### config.mk
export PLATFORM = sky130hd
export DESIGN_NAME = vau_sqrt_lane
export DESIGN_NICKNAME = d
export VERILOG_FILES = /design/src/rtl/vau_pkg.sv /design/src/rtl/vau_sqrt_lane.sv
export SDC_FILE = /design/constraint.sdc
export NUM_CORES = 2
export LEC_CHECK = 0
export ABC_CLOCK_PERIOD_IN_PS = 4700
export BUFFER_PORTS_ARGS = -buffer_cell sky130_fd_sc_hd__buf_2
export CAP_MARGIN = 0
export CORE_MARGIN = 5
export CORE_UTILIZATION = 50
export DETAILED_ROUTE_END_ITERATION = 8
export PLACE_DENSITY = 0.65
export SYNTH_ARGS = -nofsm -noshare
export SYNTH_HDL_FRONTEND = slang
export SYNTH_MEMORY_MAX_BITS = 65536
export SYNTH_SLANG_ARGS = --single-unit
### constraint.sdc
create_clock -name i_clk -period 4.7 [get_ports i_clk]
set_input_delay 0.705 -clock i_clk [delete_from_list [all_inputs] [get_ports i_clk]]
set_output_delay 0.705 -clock i_clk [all_outputs]
set_load 0.02 [all_outputs]
### src/rtl/vau_pkg.sv
package vau_pkg;

    localparam int WORD_W      = 32;
    localparam int FRAC_W      = 16;
    localparam int LANES       = 4;
    localparam int PROD_W      = 2 * WORD_W;
    localparam int MAG_W       = PROD_W - FRAC_W;
    localparam int TERM_W      = MAG_W + 1;
    localparam int DOT_W       = TERM_W + 2;
    localparam int DIVD_W      = WORD_W + FRAC_W;
    localparam int RAD_W       = 2 * WORD_W;
    localparam int ROOT_W      = WORD_W;
    localparam int REM_W       = ROOT_W + 2;
    localparam int SQRT_STAGES = ROOT_W;
    localparam int DIV_STAGES  = DIVD_W;
    localparam int OP_W        = 4;
    localparam int IN_DATA_W   = 9 * WORD_W;
    localparam int OUT_DATA_W  = ((5 * WORD_W + 2 + 7) / 8) * 8;

    typedef logic [WORD_W-1:0]             t_word;
    typedef logic [LANES-1:0][WORD_W-1:0]  t_vec;
    typedef logic [OP_W-1:0]               t_op;

    localparam t_word WORD_MAX = {1'b0, {(WORD_W-1){1'b1}}};
    localparam t_word WORD_MIN = {1'b1, {(WORD_W-1){1'b0}}};

    localparam t_op OP_ADD  = 4'd0;
    localparam t_op OP_SUB  = 4'd1;
    localparam t_op OP_MUL  = 4'd2;
    localparam t_op OP_DIV  = 4'd3;
    localparam t_op OP_ADDS = 4'd4;
    localparam t_op OP_SUBS = 4'd5;
    localparam t_op OP_MULS = 4'd6;
    localparam t_op OP_DIVS = 4'd7;
    localparam t_op OP_NEG  = 4'd8;
    localparam t_op OP_DOT  = 4'd9;
    localparam t_op OP_LEN  = 4'd10;
    localparam t_op OP_NORM = 4'd11;
    localparam t_op OP_CMP  = 4'd12;

    // side data riding alongside the square root stages
    typedef struct packed {
        t_op   op;
        t_vec  a;
        t_vec  rhs;
        t_vec  vec;
        t_word dot;
        logic  eq;
        logic  big;
    } t_side_a;

    // side data riding alongside the divider stages
    typedef struct packed {
        t_op   op;
        t_vec  vec;
        t_word sc;
        logic  eq;
    } t_side_b;

    function automatic t_word mag_of(input t_word v);
        mag_of = v[WORD_W-1] ? (~v + 1'b1) : v;
    endfunction

    function automatic t_word sat_wide(input logic [WORD_W:0] v);
        if (v[WORD_W] != v[WORD_W-1]) begin
            sat_wide = v[WORD_W] ? WORD_MIN : WORD_MAX;
        end else begin
            sat_wide = v[WORD_W-1:0];
        end
    endfunction

    function automatic t_word sat_dot(input logic [DOT_W-1:0] v);
        if ((v[DOT_W-1:WORD_W-1] == '0) || (&v[DOT_W-1:WORD_W-1])) begin
            sat_dot = v[WORD_W-1:0];
        end else begin
            sat_dot = v[DOT_W-1] ? WORD_MIN : WORD_MAX;
        end
    endfunction

endpackage

### src/rtl/vau_sqrt_lane.sv
module vau_sqrt_lane (
    input  logic                            i_clk,
    input  logic                            i_en,
    input  logic [vau_pkg::RAD_W-1:0]       i_rad,
    output logic [vau_pkg::ROOT_W-1:0]      o_root
);

    localparam int N = vau_pkg::SQRT_STAGES;

    logic [vau_pkg::REM_W-1:0]  r_rem  [N];
    logic [vau_pkg::ROOT_W-1:0] r_root [N];
    logic [vau_pkg::RAD_W-1:0]  r_rad  [N];

    for (genvar k = 0; k < N; k++) begin : g_stage
        logic [vau_pkg::REM_W-1:0]  rem_in;
        logic [vau_pkg::ROOT_W-1:0] root_in;
        logic [vau_pkg::RAD_W-1:0]  rad_in;
        logic [vau_pkg::REM_W+1:0]  cur;
        logic [vau_pkg::REM_W+1:0]  trial;
        logic [vau_pkg::REM_W+1:0]  diff;
        logic                       ge;

        if (k == 0) begin : g_first
            assign rem_in  = '0;
            assign root_in = '0;
            assign rad_in  = i_rad;
        end else begin : g_next
            assign rem_in  = r_rem[k-1];
            assign root_in = r_root[k-1];
            assign rad_in  = r_rad[k-1];
        end

        // one result bit per stage, two radicand bits brought down
        assign cur   = {rem_in, rad_in[vau_pkg::RAD_W-1:vau_pkg::RAD_W-2]};
        assign trial = {2'b00, root_in, 2'b01};
        assign ge    = (cur >= trial);
        assign diff  = cur - trial;

        always_ff @(posedge i_clk) begin
            if (i_en) begin
                r_rem[k]  <= ge ? diff[vau_pkg::REM_W-1:0] : cur[vau_pkg::REM_W-1:0];
                r_root[k] <= {root_in[vau_pkg::ROOT_W-2:0], ge};
                r_rad[k]  <= {rad_in[vau_pkg::RAD_W-3:0], 2'b00};
            end
        end
    end

    assign o_root = r_root[N-1];

endmodule

==> load_flow_metrics.sql <==
INSERT INTO impl_metrics (metric_group, metric, value, unit) VALUES
('yosys', 'synth-main-ff-cell', 'edfxtp_1', ''),
('setup_path', 'path_cells', 'ha_1, nor2b_1, o21ai_0, a21boi_1, a2111oi_0, nor2_1, o41ai_1, o311ai_1, or4b_2, xnor2_1', ''),
('placed_design', 'gp_congestion', '0.924', ''),
('yosys', 'seq_cells_post_synth', '2523', ''),
('cts', 'numCtsBuffers', '282', ''),
('yosys', 'synth.lib_cells_used.distinct', '102', ''),
('timing', 'final_cycle_share', '0.932', ''),
('setup_path', 'timing_worst_setup_path_type', 'reg -> reg', ''),
('status', 'status', 'complete, no violations', ''),
('timing', 'number_of_failing_setup_endpoints_in_the_final_timing_report', '0', ''),
('setup_path', 'timing.critical_path.from_type', 'flip-flop', ''),
('flow_run', 'drv_cap', '0', ''),
('cts', 'ctsLongestPathBuffers', '4', ''),
('global_route', 'global_route.usage.total', '0.191', ''),
('floorplan', 'die_area', '246000', 'µm²'),
('cts', 'tritoncts', 'yes', ''),
('setup_path', 'cp.required', '5.31', 'ns'),
('global_route', 'first_global_vias', '70900', ''),
('floorplan', 'start_util', '0.502', ''),
('worst_hold_path', 'hp-start', 'i_en', ''),
('route', 'via_per_instance_ratio', '5.56', ''),
('setup_path', 'critPathSlowestCell', 'a2111oi_0', ''),
('global_route', 'total_grt_overflow', '0', ''),
('timing', 'final_period_minus_worst_setup_slack', '4.38', 'ns'),
('placed_design', 'dp_hpwl', '172', 'mm'),
('yosys', 'synth.net_count', '9777', ''),
('pwr', 'leakage', '0.0505', 'µW'),
('timing', 'hold_viol_final', '0', ''),
('floorplan', 'std_cell_rows', '178', ''),
('route', 'num_vias', '71600', ''),
('setup_path', 'worstReg2RegStart', 'r_rem[18][0]', ''),
('layout', 'final_layout_size_suffix_gt1_frac', '0.0770', ''),
('floorplan', 'design.portCount', '98', ''),
('worst_hold_path', 'worst_hold_path_cell_count', '1', ''),
('route', 'detail_route.first_pass.iterations', '6', ''),
('timing', 'fin_skew', '0.0524', 'ns'),
('global_route', 'largest_net_degree_at_the_start_of_global_routing', '128', ''),
('cts', 'cts.root.buffer_cell', 'clkbuf_16', ''),
('yosys', 'synth_enable_flop_cells', '2523', ''),
('setup_path', 'worstReg2RegEnd', 'r_rem[19][30]', ''),
('yosys', 'synth_area_per_cell', '12.9', 'µm²'),
('cts', 'tritoncts_num_sinks', '2523', ''),
('route', 'postRouteAntennaNets', '0', ''),
('yosys', 'synthesis.area', '118000', 'µm²'),
('timing', 'rsz0062_at_grt', 'no', ''),
('floorplan', 'die-width', '496', 'µm'),
('placed_design', 'pre_cts_ws', '0.322', 'ns'),
('floorplan', 'area_of_the_core', '235000', 'µm²'),
('setup_path', 'timing.critical_path.slowest_cell_delay', '0.76', 'ns'),
('timing', 'worst_slew_pin_slew', '1.11', 'ns'),
('timing', 'tns', '0', 'ns'),
('yosys', 'ys_async_sr_fraction', '0', ''),
('timing', 'final.setup.worst_slack', '0.318', 'ns'),
('pwr', 'powerDensity', '483', 'nW/µm²'),
('setup_path', 'r2r_slack', '0.32', 'ns'),
('setup_path', 'max_fo_critical_path', '5', ''),
('route', 'detail_route.drc_violations', '0', ''),
('timing', 'fmax', '228', 'MHz'),
('cts', 'post-cts-setup-buffers', '0', ''),
('layout', 'finish.net_count', '10200', ''),
('timing', 'timing.max_slew.rel_slack', '0.251', ''),
('cts', 'cts_hold_buffers', '65', ''),
('setup_path', 'r2r_cells', '10', ''),
('layout', 'layout_common_cells', 'edfxtp_1, inv_1, nand2_1', ''),
('pwr', 'vdd_ir_drop_max', '0.390', 'mV'),
('cts', 'htreeDepth', '5', ''),
('cts', 'worst_setup_hold_path_clk_slew', '0.06', 'ns'),
('placed_design', 'port-buffer-count', '97', ''),
('worst_hold_path', 'min_delay_worst_endpoint', 'r_rad[1][10]', ''),
('timing', 'slew_violations', '0', ''),
('worst_hold_path', 'hold_path.class', 'in -> reg', '');
cell type report:
type                            instances  area [µm²]
Clock inverter                        137        1270
Fill cell                           18900      103000
Inverter                              733        2750
Tap cell                             3150        3940
Sequential cell                      2523       75800
Multi-Input combinational cell       5719       38800
Antenna cell                            1        2.50
Timing Repair Buffer                  286        2380
Clock buffer                          336        7430
cell usage after synthesis, types with 12 or more instances:
cell,count,area [µm²]
a2111oi_0,21,184
a211o_1,13,114
a211oi_1,48,360
a21boi_0,27,203
a21o_1,243,1820
a21oi_1,546,2730
a31o_2,14,123
a31oi_1,55,344
and2_1,34,213
and3_1,63,394
and4_1,14,123
clkbuf_1,153,574
edfxtp_1,2523,75800
ha_1,562,7030
inv_1,729,2740
mux2_2,56,631
nand2_1,672,2520
nand2b_1,94,588
nand3_1,152,761
nand3b_1,37,278
nand4_1,101,632
nand4b_1,12,105
nor2_1,514,1930
nor2b_1,84,526
nor3_1,206,1030
nor3b_1,17,128
nor4_1,137,857
nor4b_1,18,158
o2111ai_1,15,131
o211ai_1,35,263
o21a_1,104,781
o21ai_0,498,2490
o21bai_1,51,383
o31a_1,13,114
o31ai_1,66,495
o41ai_1,13,114
or2_2,43,269
or3_1,90,563
or4_1,44,330
xnor2_1,435,3810
xor2_1,401,3510
cell families (layout without fill, tap and decap cells):
group	after synthesis	in the layout	synth area share
multiplexers	67	67	0.00628
AND/OR/NAND/NOR	2368	2368	0.100
other	1	2	0.0000318
flip-flops	2523	2523	0.643
AO/OA/AOI/OAI	1885	1885	0.100
adder cells (fa/ha/maj)	562	562	0.0597
buffers and inverters	907	1492	0.0290
XOR/XNOR	836	836	0.0621
worst max path at each step:
stage                  from             to  slack [ns]  cells after the start
2_1_floorplan  r_rem[28][0]  r_rem[29][25]        1.33                     11
3_3_place_gp   r_rem[18][0]  r_rem[19][30]        0.42                     10
3_5_place_dp   r_rem[18][0]  r_rem[19][30]        0.32                     10
4_1_cts        r_rem[18][0]  r_rem[19][30]        0.35                     10
5_1_grt        r_rem[18][0]  r_rem[19][30]        0.06                     10
6_report       r_rem[18][0]  r_rem[19][30]        0.32                     10
critical path, delay by kind of cell, from the launching register on:
kind	cells	cell delay (ns)
adder cells (fa/ha/maj)	1	0.37
AO/OA/AOI/OAI	5	2.16
flip-flops	1	0.41
XOR/XNOR	1	0.14
AND/OR/NAND/NOR	3	1.05
power by group:
group | switching, µW | total, µW | internal [µW]
combinational | 7510 | 12800 | 5340
sequential | 1810 | 30200 | 28400
clock | 8360 | 20900 | 12500
stage by stage:
step	hold slack [ns]	instance area (µm²)	cells	util	total power, µW
6_report	0.343	132000	12900	0.563	64000
5_1_grt	0.318	132000	12900	0.563	67400
4_1_cts	0.297	132000	12900	0.563	64600
3_5_place_dp	0.405	123000	12300	0.523	43400
3_3_place_gp	0.400	123000	12300	0.523	43100
2_1_floorplan	0.400	118000	9149	-	39300
state kept, by name, indices dropped and copies added, names as in the netlist:
| name | cells |
|---|---|
| r_root | 528 |
| r_rem | 1003 |
| r_rad | 992 |
routing by layer:
| metal | vias up | GRT usage | part of all wire |
|---|---|---|---|
| li1 | 34700 | - | - |
| met1 | 34700 | 0.263 | 0.44 |
| met2 | 1739 | 0.320 | 0.48 |
| met3 | 410 | 0.0287 | 0.048 |
| met4 | 0 | 0.0533 | 0.025 |
| met5 | - | 0 | 0 |
Note: power is estimated with default switching activity, not from simulation.
